$ cat config.mk
export PLATFORM = sky130hd
export DESIGN_NAME = dwc_queue
export DESIGN_NICKNAME = d
export VERILOG_FILES = /design/src/hw/rtl/depthwise_conv3x3_act_defines.svh /design/src/hw/rtl/dwc_pkg.sv /design/src/hw/rtl/dwc_queue.sv
export SDC_FILE = /design/constraint.sdc
export NUM_CORES = 1
export LEC_CHECK = 0
export BUFFER_PORTS_ARGS = -buffer_cell sky130_fd_sc_hd__buf_4
export CORE_MARGIN = 2
export CORE_UTILIZATION = 30
export DETAILED_ROUTE_END_ITERATION = 16
export PLACE_DENSITY_LB_ADDON = 0.1
export SLEW_MARGIN = 20
export SYNTH_ARGS = -nofsm -noshare
export SYNTH_HDL_FRONTEND = slang
export SYNTH_SLANG_ARGS = --single-unit
$ cat constraint.sdc
create_clock -name clk -period 5.5 [get_ports clk]
set_clock_uncertainty 0.15 [all_clocks]
set_input_delay 0.55 -clock clk [delete_from_list [all_inputs] [get_ports clk]]
set_output_delay 0.55 -clock clk [all_outputs]
set_load 0.05 [all_outputs]
$ cat src/hw/rtl/depthwise_conv3x3_act_defines.svh
// Assertion macros used by dwc_back.sv, the only RTL file that includes them. The enclosing scope provides clk and rst.
`ifndef DEPTHWISE_CONV3X3_ACT_DEFINES_SVH
`define DEPTHWISE_CONV3X3_ACT_DEFINES_SVH

// The consequent must hold in the same cycle as the antecedent.
`define DWC_ASSERT_NOW(label, ante, cons) \
  label: assert property (@(posedge clk) disable iff (rst) (ante) |-> (cons)) \
    else $error("assertion failed");

// The consequent must hold in the cycle after the antecedent.
`define DWC_ASSERT_NEXT(label, ante, cons) \
  label: assert property (@(posedge clk) disable iff (rst) (ante) |=> (cons)) \
    else $error("assertion failed");

`endif

$ cat src/hw/rtl/dwc_pkg.sv
`timescale 1ns / 1ps
package dwc_pkg;

  localparam int DEF_MAX_WIDTH = 1024;
  localparam int KERNEL_SIZE   = 3;
  localparam int NTAPS         = KERNEL_SIZE * KERNEL_SIZE;
  localparam int QUEUE_DEPTH   = 4;
  localparam int ACC_W         = 36;
  localparam int LPROD_W       = ACC_W + 16;

  localparam logic [2:0] CFG_TAPS_A    = 3'd0;
  localparam logic [2:0] CFG_TAPS_B    = 3'd1;
  localparam logic [2:0] CFG_TAP8_BIAS = 3'd2;
  localparam logic [2:0] CFG_ACT_MODE  = 3'd3;
  localparam logic [2:0] CFG_ACT_PARAM = 3'd4;
  localparam logic [2:0] CFG_WIDTH     = 3'd5;
  localparam logic [2:0] CFG_HEIGHT    = 3'd6;
  localparam logic [2:0] CFG_PADDING   = 3'd7;

  localparam logic [1:0] ACT_NONE  = 2'd0;
  localparam logic [1:0] ACT_RELU  = 2'd1;
  localparam logic [1:0] ACT_CLIP  = 2'd2;
  localparam logic [1:0] ACT_LEAKY = 2'd3;

  typedef struct packed {
    logic [10:0] frame_width;
    logic [11:0] frame_height;
    logic [1:0]  padding;
  } geom_t;

  typedef struct packed {
    logic [NTAPS-1:0][15:0] weights;
    logic [15:0]            bias;
    logic [1:0]             act_mode;
    logic [15:0]            clip_min;
    logic [15:0]            clip_max;
    logic [15:0]            slope;
  } act_cfg_t;

  typedef struct packed {
    logic [NTAPS-1:0][15:0] taps;
    logic [NTAPS-1:0]       mask;
    logic                   row_end;
    logic                   frame_end;
    logic                   last;
  } job_t;

endpackage

$ cat src/hw/rtl/dwc_queue.sv
`timescale 1ns / 1ps
module dwc_queue
  import dwc_pkg::*;
#(
  parameter int DEPTH = QUEUE_DEPTH
) (
  input  logic clk,
  input  logic rst,
  input  job_t push_data,
  input  logic push_valid,
  output logic push_ready,
  output job_t pop_data,
  output logic pop_valid,
  input  logic pop_ready
);

  localparam int PW = $clog2(DEPTH);
  localparam int NW = $clog2(DEPTH + 1);

  job_t          slots [DEPTH];
  logic [PW-1:0] wr_ptr;
  logic [PW-1:0] rd_ptr;
  logic [NW-1:0] count;
  logic          do_push;
  logic          do_pop;

  assign push_ready = (count != NW'(DEPTH));
  assign pop_valid  = (count != '0);
  assign pop_data   = slots[rd_ptr];
  assign do_push    = push_valid && push_ready;
  assign do_pop     = pop_valid && pop_ready;

  always_ff @(posedge clk) begin
    if (do_push) begin
      slots[wr_ptr] <= push_data;
    end
  end

  always_ff @(posedge clk) begin
    if (rst) begin
      wr_ptr <= '0;
      rd_ptr <= '0;
      count  <= '0;
    end else begin
      if (do_push) begin
        wr_ptr <= (wr_ptr == PW'(DEPTH - 1)) ? '0 : wr_ptr + PW'(1);
      end
      if (do_pop) begin
        rd_ptr <= (rd_ptr == PW'(DEPTH - 1)) ? '0 : rd_ptr + PW'(1);
      end
      if (do_push && !do_pop) begin
        count <= count + NW'(1);
      end else if (do_pop && !do_push) begin
        count <= count - NW'(1);
      end
    end
  end

endmodule

==> reports/metrics.yaml <==
holdPathEnd: "wr_ptr[0]$_SDFFE_PP0P_"
grt_max_degree: 87
avgSynthCellArea_um2: 26.7
whs_ns: 0.113
core_um2: 75900
synthFlopType: "edfxtp_1"
cp-start-kind: "flop"
track_usage_pct: 13.2
hold_path.class: "in -> reg"
final_nets: 1556
drc: 0
clk_path_buf_depth: 3
via_count: 10900
grt_antenna_before_repair: 1
cp_max_fo: 50
antenna_cells: 0
synthArstFlopShare_pct: 0
period_needed_ns: 3.56
dp_hpwl_mm: 29.2
outcome: "completed"
netlist_area_um2: 23000
rsz0062_at_grt: "false"
numCtsBuffers: 71
wl_per_cell_um: 20.9
tightest_slew_ns: 0.878
synth_top_area_cell: "edfxtp_1"
p_sw_w: 0.00480
leakage_nw: 10.2
synth.distinct_cells: 26
clkTransAtPathRegs_ns: 0.05
final_layout_size_suffix_gt1_share_pct: 41.3
endpoint_kind: "output port"
fmax_mhz: 281
area_delta_synth_final_pct: 32.4
routed_wl_mm: 51.6
ff2ff_setup_slack_ns: 2.94
ant_nets: 0
worstPathArrival_ns: 2.86
cts_tree: "built"
min_from: "push_valid"
powerDensity_nw_per_um2: 485
power.share.clock_pct: 30.8
io_buffers: 317
finalHoldViolations: 0
finish.utilization_pct: 40.1
syn_nets: 1030
grt_pass1_vias: 12300
io_pins: 318
r2r_end: "slots[2][87]$_DFFE_PP_"
cts_root_buffer: "clkbuf_16"
r2r_cells: 3
synth-warning-count: 0
slew_headroom_pct: 41.5
maxCapViolations: 0
required_ns: 4.80
grt_pass1_wl_mm: 77.6
worstSetupPathType: "reg -> out"
synth_top_area_share_pct: 81.4
period_share_pct: 64.8
power.share.sequential_pct: 40.8
finalWorstSetupSlack_ns: 1.94
post-cts-setup-buffers: 0
multi_input_area_um2: 3810
min_path_cells: 3
fp.dieW_um: 281
p_int_w: 0.00999
cts_sinks: 633
synthTopCellsByArea: "edfxtp_1 81%, mux4_2 15%, buf_6 0.83%, dfxtp_1 0.78%, buf_2 0.33%"
ys_seq_area_share_pct: 82.2
overflow: 0
dieHeight_um: 281
synth_most_common_cell: "edfxtp_1"
dieArea_um2: 78900
htreeDepth: 3
sw_frac_of_total_pct: 32.4
pwr-share-comb_pct: 28.4
rows: 101
insertion_delay_ns: 0.59
synth_common_cells: "624 x edfxtp_1, 156 x mux4_2, 17 x buf_6"
first_pass_iters: 5
ys_seq_elements: 633
r2r_start: "count[0]$_SDFFE_PP0P_"
place_congestion: 0.657
setup_violations: 0
syn_inst: 863
pre_cts_ws_ns: 2.42
irDropWorstVdd_mv: 0.249
first_iter_violations: 553
fin_tns_setup_ns: 0
synth_edf_count: 624
via_per_inst: 4.39
seq_area_um2: 18900
start_util_pct: 30.3
nFillCells: 6845
drv_slew: 0
## power by group through the flow
| stage | sequential (W) | clock, W | combinational [W] |
|---|---|---|---|
| floorplan | 0.00605 | 0 | 0.00298 |
| CTS | 0.00605 | 0.00474 | 0.00432 |
| detailed placement | 0.00614 | 0 | 0.00421 |
| finish | 0.00603 | 0.00456 | 0.00420 |
| global placement | 0.00613 | 0 | 0.00422 |
| global route | 0.00608 | 0.00492 | 0.00444 |
## state kept, by name, summed over array words and instances, names as in the netlist, named ones only
register and flops:
count 3, rd_ptr 2, slots 624, wr_ptr 2
## cell families after synthesis
group / count (synthesis) / share of synthesized area (%)
flops: 633 / 82.2
mux: 159 / 15.4
buf+inv: 40 / 1.30
simple gates: 17 / 0.462
fa+ha+maj: 7 / 0.413
compound gates: 5 / 0.152
xor+xnor: 2 / 0.0761
## metal layers
layer / part of all wire, % / GRT usage [%] / vias up
met5: 0.025 / 0 / -
met4: 1.9 / 4.22 / 2
met3: 6.1 / 3.74 / 72
met2: 51 / 22.8 / 236
met1: 41 / 16.0 / 5749
li1: - / - / 4809
## worst max path at each step
stage / end / depth (start not counted) / slack, ns
floorplan: slots[0][0]$_DFFE_PP_ / 3 / 2.24
detailed placement: pop_data[43] / 3 / 2.42
CTS: pop_data[64] / 3 / 1.74
global placement: pop_data[40] / 3 / 2.41
finish: pop_data[56] / 3 / 1.94
global route: pop_data[64] / 3 / 1.67
## repair_timing
| action | CTS | global route |
|---|---|---|
| hold buffers | 157 | 0 |
| resized for setup | 0 | 0 |
| hold endpoints to repair | 625 | 0 |
## cell usage in the layout, fill, tap and decap left out, types with 2 or more instances in the layout
cell and n:
clkinv_1 17, and3_4 4, dfxtp_4 2, inv_1 3, clkinv_8 2, buf_4 324, dfxtp_1 7, nor2_1 3
mux2i_1 3, nand2b_1 2, buf_12 9, mux4_2 156, xor2_1 2, a21oi_1 2, clkbuf_1 14, ha_1 6
bufinv_16 5, inv_16 2, clkbuf_16 73, or3_2 2, clkinv_2 14, edfxtp_1 624, dlygate4sd3_1 157
## worst max-delay path, cell delays in order, from the launching register on
cell and delay, ns:
dfxtp_4 0.91, buf_4 0.65, mux4_2 0.44, buf_4 0.21
## area by class of cell
cell class	count	area share [%]
flip-flops and latches	633	62.1
well taps	1030	4.23
inverters	3	0.0370
clock inverters	42	1.22
clock buffers	87	6.17
repair buffers	490	13.7
multi-input cells	190	12.5
## through the flow
step	std cells	cell area (um2)	total power, W
6_report	2475	30500	0.0148
5_1_grt	2475	30500	0.0154
4_1_cts	2475	30500	0.0151
3_5_place_dp	2189	26700	0.0104
3_3_place_gp	2189	26700	0.0103
2_1_floorplan	863	23000	0.00903
Power figures use the tool's default switching activity.
