**src/hw/rtl/depthwise_conv3x3_act_defines.svh**
```systemverilog
// Assertion macros used by dwc_back.sv, the only RTL file that includes them. The enclosing scope provides clk and rst.
`ifndef DEPTHWISE_CONV3X3_ACT_DEFINES_SVH
`define DEPTHWISE_CONV3X3_ACT_DEFINES_SVH

// The consequent must hold in the same cycle as the antecedent.
`define DWC_ASSERT_NOW(label, ante, cons) \
  label: assert property (@(posedge clk) disable iff (rst) (ante) |-> (cons)) \
    else $error("assertion failed");

// The consequent must hold in the cycle after the antecedent.
`define DWC_ASSERT_NEXT(label, ante, cons) \
  label: assert property (@(posedge clk) disable iff (rst) (ante) |=> (cons)) \
    else $error("assertion failed");

`endif

```
**src/hw/rtl/dwc_pkg.sv**
```systemverilog
`timescale 1ns / 1ps
package dwc_pkg;

  localparam int DEF_MAX_WIDTH = 1024;
  localparam int KERNEL_SIZE   = 3;
  localparam int NTAPS         = KERNEL_SIZE * KERNEL_SIZE;
  localparam int QUEUE_DEPTH   = 4;
  localparam int ACC_W         = 36;
  localparam int LPROD_W       = ACC_W + 16;

  localparam logic [2:0] CFG_TAPS_A    = 3'd0;
  localparam logic [2:0] CFG_TAPS_B    = 3'd1;
  localparam logic [2:0] CFG_TAP8_BIAS = 3'd2;
  localparam logic [2:0] CFG_ACT_MODE  = 3'd3;
  localparam logic [2:0] CFG_ACT_PARAM = 3'd4;
  localparam logic [2:0] CFG_WIDTH     = 3'd5;
  localparam logic [2:0] CFG_HEIGHT    = 3'd6;
  localparam logic [2:0] CFG_PADDING   = 3'd7;

  localparam logic [1:0] ACT_NONE  = 2'd0;
  localparam logic [1:0] ACT_RELU  = 2'd1;
  localparam logic [1:0] ACT_CLIP  = 2'd2;
  localparam logic [1:0] ACT_LEAKY = 2'd3;

  typedef struct packed {
    logic [10:0] frame_width;
    logic [11:0] frame_height;
    logic [1:0]  padding;
  } geom_t;

  typedef struct packed {
    logic [NTAPS-1:0][15:0] weights;
    logic [15:0]            bias;
    logic [1:0]             act_mode;
    logic [15:0]            clip_min;
    logic [15:0]            clip_max;
    logic [15:0]            slope;
  } act_cfg_t;

  typedef struct packed {
    logic [NTAPS-1:0][15:0] taps;
    logic [NTAPS-1:0]       mask;
    logic                   row_end;
    logic                   frame_end;
    logic                   last;
  } job_t;

endpackage

```
**src/hw/rtl/dwc_stream_if.sv**
```systemverilog


interface dwc_out_if;
  logic               valid;
  logic               ready;
  logic signed [15:0] value;
  logic               row_end;
  logic               frame_end;
  logic               last;
  modport source (output valid, output value, output row_end, output frame_end,
                  output last, input ready);
  modport sink (input valid, input value, input row_end, input frame_end,
                input last, output ready);
endinterface

```
**src/hw/rtl/dwc_back.sv**
```systemverilog
`timescale 1ns / 1ps
`include "depthwise_conv3x3_act_defines.svh"
module dwc_back
  import dwc_pkg::*;
(
  input  logic     clk,
  input  logic     rst,
  input  act_cfg_t acfg,
  input  job_t     job,
  input  logic     job_valid,
  output logic     job_pop,
  dwc_out_if.source out_ch
);

  localparam logic [2:0] B_IDLE = 3'd0;
  localparam logic [2:0] B_MAC  = 3'd1;
  localparam logic [2:0] B_ACT  = 3'd2;
  localparam logic [2:0] B_MUL  = 3'd3;
  localparam logic [2:0] B_RND  = 3'd4;

  logic [2:0]                state;
  job_t                      cur;
  logic [3:0]                k;
  logic signed [31:0]        prod;
  logic signed [ACC_W-1:0]   acc;
  logic signed [LPROD_W-1:0] lprod;
  logic                      ovalid;
  logic signed [15:0]        ovalue;
  logic                      orow_end, oframe_end, olast;

  logic signed [ACC_W-1:0]   clip_lo, clip_hi, act_acc;
  logic signed [23:0]        rnd;
  logic signed [15:0]        sat;
  logic signed [LPROD_W-1:0] lsum;
  logic signed [ACC_W-1:0]   nsum;
  logic                      out_free;

  assign job_pop  = (state == B_IDLE) && job_valid;
  assign out_free = !ovalid || out_ch.ready;

  always_comb begin
    clip_lo = ACC_W'($signed(acfg.clip_min)) <<< 14;
    clip_hi = ACC_W'($signed(acfg.clip_max)) <<< 14;
    act_acc = acc;
    unique case (acfg.act_mode)
      ACT_RELU: begin
        if (acc < 0) begin
          act_acc = '0;
        end
      end
      ACT_CLIP: begin
        if (acc < clip_lo) begin
          act_acc = clip_lo;
        end
        if (act_acc > clip_hi) begin
          act_acc = clip_hi;
        end
      end
      ACT_NONE, ACT_LEAKY: act_acc = acc;
      default: act_acc = acc;
    endcase

    lsum = lprod + (LPROD_W'(1) <<< 27);
    nsum = acc + (ACC_W'(1) <<< 13);
    if (acfg.act_mode == ACT_LEAKY && acc < 0) begin
      rnd = lsum[51:28];
    end else begin
      rnd = 24'(nsum >>> 14);
    end
    if (rnd > 24'sd32767) begin
      sat = 16'sd32767;
    end else if (rnd < -24'sd32768) begin
      sat = -16'sd32768;
    end else begin
      sat = rnd[15:0];
    end
  end

  always_ff @(posedge clk) begin
    if (rst) begin
      state  <= B_IDLE;
      ovalid <= 1'b0;
      k      <= '0;
    end else begin
      if (ovalid && out_ch.ready && (state != B_RND)) begin
        ovalid <= 1'b0;
      end
      unique case (state)
        B_IDLE: begin
          if (job_valid) begin
            cur   <= job;
            acc   <= ACC_W'($signed(acfg.bias)) <<< 14;
            prod  <= '0;
            k     <= '0;
            state <= B_MAC;
          end
        end
        B_MAC: begin
          acc <= acc + ACC_W'(prod);
          if (k < 4'd9) begin
            prod <= cur.mask[k] ?
                    $signed(acfg.weights[k]) * $signed(cur.taps[k]) : 32'sd0;
            k    <= k + 4'd1;
          end else begin
            state <= B_ACT;
          end
        end
        B_ACT: begin
          acc   <= act_acc;
          state <= B_MUL;
        end
        B_MUL: begin
          lprod <= acc * $signed(acfg.slope);
          state <= B_RND;
        end
        B_RND: begin
          if (out_free) begin
            ovalid     <= 1'b1;
            ovalue     <= sat;
            orow_end   <= cur.row_end;
            oframe_end <= cur.frame_end;
            olast      <= cur.last;
            state      <= B_IDLE;
          end else begin
            ovalid     <= ovalid;
          end
        end
        default: state <= B_IDLE;
      endcase
    end
  end

  assign out_ch.valid     = ovalid;
  assign out_ch.value     = ovalue;
  assign out_ch.row_end   = orow_end;
  assign out_ch.frame_end = oframe_end;
  assign out_ch.last      = olast;

  `DWC_ASSERT_NOW(a_pop_when_idle, job_pop, state == B_IDLE)
  `DWC_ASSERT_NOW(a_step_range, state == B_MAC, k <= 4'd9)
  `DWC_ASSERT_NEXT(a_result_shown, (state == B_RND) && out_free, (state == B_IDLE) && ovalid)

endmodule

```
**src/flat_wrapper.sv**
```systemverilog
// flat-port wrapper written by rule: the top's interface ports become plain ports
module dwc_back_flat import dwc_pkg::*;
  (clk, rst, acfg, job, job_valid, job_pop, out_ch_valid, out_ch_value, out_ch_row_end, out_ch_frame_end, out_ch_last, out_ch_ready);
  dwc_out_if out_ch_i ();
  input  logic clk;
  input  logic rst;
  input  act_cfg_t acfg;
  input  job_t job;
  input  logic job_valid;
  output logic job_pop;
  output wire logic [$bits(out_ch_i.valid)-1:0] out_ch_valid;
  output wire logic [$bits(out_ch_i.value)-1:0] out_ch_value;
  output wire logic [$bits(out_ch_i.row_end)-1:0] out_ch_row_end;
  output wire logic [$bits(out_ch_i.frame_end)-1:0] out_ch_frame_end;
  output wire logic [$bits(out_ch_i.last)-1:0] out_ch_last;
  input wire logic [$bits(out_ch_i.ready)-1:0] out_ch_ready;
  assign out_ch_valid = out_ch_i.valid;
  assign out_ch_value = out_ch_i.value;
  assign out_ch_row_end = out_ch_i.row_end;
  assign out_ch_frame_end = out_ch_i.frame_end;
  assign out_ch_last = out_ch_i.last;
  assign out_ch_i.ready = out_ch_ready;
  dwc_back u_core (.clk(clk), .rst(rst), .acfg(acfg), .job(job), .job_valid(job_valid), .job_pop(job_pop), .out_ch(out_ch_i));
endmodule
```
**config.mk**
```make
export PLATFORM = sky130hd
export DESIGN_NAME = dwc_back_flat
export DESIGN_NICKNAME = d
export VERILOG_FILES = /design/src/hw/rtl/dwc_pkg.sv /design/src/hw/rtl/dwc_stream_if.sv /design/src/hw/rtl/dwc_back.sv /design/src/flat_wrapper.sv
export VERILOG_INCLUDE_DIRS = /design/src /design/src/hw/rtl
export SDC_FILE = /design/constraint.sdc
export NUM_CORES = 2
export LEC_CHECK = 0
export BUFFER_PORTS_ARGS = -buffer_cell sky130_fd_sc_hd__clkbuf_2
export CORE_ASPECT_RATIO = 1.25
export CORE_MARGIN = 5
export CORE_UTILIZATION = 40
export CTS_BUF_LIST = sky130_fd_sc_hd__clkbuf_4
export CTS_CLUSTER_DIAMETER = 80
export DETAILED_ROUTE_END_ITERATION = 8
export SLEW_MARGIN = 20
export SYNTH_ARGS = -nofsm -noshare
export SYNTH_HDL_FRONTEND = slang
export SYNTH_SLANG_ARGS = --single-unit
```
**constraint.sdc**
```tcl
create_clock -name clk -period 11.6 [get_ports clk]
set_input_delay 0.58 -clock clk [delete_from_list [all_inputs] [get_ports clk]]
set_output_delay 0.58 -clock clk [all_outputs]
set_load 0.02 [all_outputs]
```
==> flow_metrics.py <==
metrics = {
    "min_path": {
        "worstHoldPathCells": 3,
        "hp-class": "in2reg",
        "min-delay-start": "acfg[60]",
    },
    "yosys": {
        "yosys-top-cells-count": "inv_1, fa_1, nand2_1",
        "synth_cells": 4481,
        "synthFlopType": "edfxtp_1",
        "ys_top_cells_by_area": "fa_1, edfxtp_1, ha_1",
        "synth.distinct_cells": 94,
        "yosysMostFrequentCell": "inv_1",
        "yosysTopAreaCellShare": 0.3620,
        "yosysTopAreaCell": "fa_1",
        "synth_nets": 5941,
        "avgSynthCellArea_sq_um": 9.922,
        "synth_area_sq_mm": 0.04446,
        "yosysSeqAreaShare": 0.1846,
        "postSynthRegisterBits": 276,
        "synth_edf_count": 268,
        "ys.warnings.count": 0,
        "synthArstFlopShare": 0,
    },
    "place": {
        "place_area_sq_mm": 0.04793,
        "dp_hpwl_mm": 106.2,
        "place_congestion": 0.9112,
        "portBuffers": 390,
        "place_ws_ps": 2816,
    },
    "global_route": {
        "globalRoute.totalOverflow": 0,
        "antenna_found_initial": 18,
        "track_usage": 0.2342,
        "grt_pass1_wl_mm": 213.2,
        "grt_max_degree": 78,
        "grt_pass1_vias": 37588,
    },
    "detailed_routing": {
        "drtAntennaViolNets": 0,
        "drc_errors": 0,
        "vias_per_cell": 5.221,
        "routed_wl_mm": 136.5,
        "firstDrtPassIters": 5,
        "wl_per_cell_um": 21.07,
        "first_iter_violations": 1841,
        "vias": 33826,
    },
    "final_layout": {
        "finish.instance_area_sq_mm": 0.05047,
        "fillers": 10569,
        "drive_gt1_frac": 0.1376,
        "syn2layout_area_growth_pct": 13.51,
        "layout.nets": 6422,
        "fin_util": 0.4577,
    },
    "clock_network": {
        "clk_pin_slew_worst_paths_ps": 70,
        "clockBufferDepth": 3,
        "clk_latency_ps": 890,
        "htree_levels": 3,
        "cts_buffers": 72,
        "root_buffer": "clkbuf_4",
        "cts_resized": 0,
        "clock-sinks": 276,
        "cts_tree": "done",
    },
    "sta": {
        "timing.fmax_mhz": 113.9,
        "finalSetupViolCount": 0,
        "relSlewSlack": 0.2512,
        "hold_viol": 0,
        "min_period_over_period": 0.7569,
        "skew_ps": 68.09,
        "min_period_ps": 8779,
        "slew_viol_final": 0,
        "tightest_slew_ps": 1123,
        "finalSetupTns_ps": 0,
        "grt_setup_unrepaired": "false",
        "setup_slack_ps": 2821,
    },
    "floorplanning": {
        "die_x_um": 308.2,
        "num_rows": 136,
        "die_area_sq_mm": 0.1180,
        "initial_utilization": 0.4032,
        "fp.dieH_um": 382.8,
        "coreArea_sq_mm": 0.1103,
        "ios": 391,
    },
    "critical_path": {
        "cp.required_ps": 12180,
        "cp_max_fo": 52,
        "startpoint": "u_core.k[0]",
        "worstPathArrival_ps": 9360,
        "critPathLaunchType": "flop",
        "cp-end-kind": "flop",
        "reg2regPathDepth": 27,
        "reg2reg_from": "u_core.k[0]",
        "path_class": "reg2reg",
    },
    "run_status": {
        "status": "finished clean",
    },
    "flow_run": {
        "max_cap_viol_count": 0,
    },
}
==> stage by stage <==
step	cells	hold slack, ps
floorplan	4481	400.3
detailed placement	6177	409.9
finish	6479	111.2
CTS	6463	4.735
global placement	6177	403.5
global route	6478	41.68
==> cells in the final DEF, fill, tap and decap left out, drive strengths merged, types with 9 or more instances in the layout <==
cell type,netlist,layout
a211oi,25,25
inv,901,905
a21o,68,68
nor3,40,40
nand3,42,42
mux2i,58,58
buf,46,68
a22o,11,11
edfxtp,268,268
nand2b,45,45
diode,0,16
a31oi,17,17
dlygate4sd3,0,160
a22oi,14,14
clkbuf,165,477
or2,14,14
nand4,31,31
nor4,13,13
and3,21,21
a21oi,112,112
a21boi,9,9
o21bai,13,13
fa,804,804
o211ai,10,10
xor2,51,51
mux4,66,66
and2,189,189
xnor2,80,80
o21ai,109,109
nand2,535,535
mux2,15,15
nor2b,20,20
clkinv,0,32
nor2,296,296
ha,286,286
o21a,25,25
==> state kept, by name (all words and copies together) (netlist names) <==
name / flops
u_core.out_ch.value: 16
u_core.out_ch.valid: 1
u_core.state: 3
u_core.acc: 36
u_core.prod: 32
u_core.out_ch.row_end: 1
u_core.lprod: 25
u_core.cur: 156
u_core.k: 4
u_core.out_ch.frame_end: 1
u_core.out_ch.last: 1
==> metal layers <==
| layer | up-vias | routed length, um | global-route usage |
|---|---|---|---|
| li1 | 15098 | - | - |
| met1 | 17297 | 49600 | 0.2607 |
| met2 | 1097 | 71920 | 0.4339 |
| met3 | 328 | 6739 | 0.03047 |
| met4 | 6 | 8239 | 0.1223 |
| met5 | - | 32 | 0 |
==> what timing repair did <==
item | CTS | global route
buffers inserted | 0 | 0
hold endpoints to repair | 160 | 0
hold buffers | 160 | 0
==> critical path, stage by stage (launching register included) <==
cell and delay (ps):
dfxtp_4 1000, buf_4 490, mux4_2 310, mux2i_1 70, o21ai_0 190, buf_4 270
inv_1 120, nor2_1 190, inv_1 90, fa_1 500, inv_1 150, fa_1 890
fa_1 530, fa_1 500, fa_1 480, inv_1 50, fa_1 470, inv_1 40
ha_1 350, a21o_1 220, a21o_1 170, a21oi_1 160, o21ai_0 130, o31ai_1 440
a21oi_1 200, o21a_1 220, nor3_1 160, nor3_1 70
==> area by class of cell <==
| cell class | instances | area, sq um | share of cell area |
|---|---|---|---|
| clock buffers | 87 | 653.1 | 0.01294 |
| repair buffers | 618 | 4064 | 0.08052 |
| well taps | 1449 | 1813 | 0.03592 |
| multi-input cells | 3093 | 32050 | 0.6351 |
| clock inverters | 39 | 247.7 | 0.004909 |
| flip-flops and latches | 276 | 8218 | 0.1628 |
| diodes | 16 | 40.04 | 0.0007933 |
| inverters | 901 | 3382 | 0.06701 |
==> kinds of logic (layout without fill, tap and decap cells) <==
family          count (synthesis)  after routing  share of synthesized area
buf+inv                      1112           1645                    0.09576
xor+xnor                      131            131                    0.02580
flops                         276            276                     0.1846
mux                           139            139                    0.05057
compound gates                461            461                    0.06810
fa+ha+maj                    1090           1090                     0.4425
simple gates                 1272           1272                     0.1327
other cells                     0             16                          0
==> final timing paths <==
check | end | slack [ps]
setup / recovery | u_core.prod[29] | 2820
hold / removal | u_core.acc[24] | 110
setup reg to reg | u_core.prod[29] | 2820
hold reg to reg | u_core.out_ch.frame_end | 430
Power is left out: the tool's default activity adds up to more than one toggle a clock period on the data nets, which glitch-free logic cannot reach.
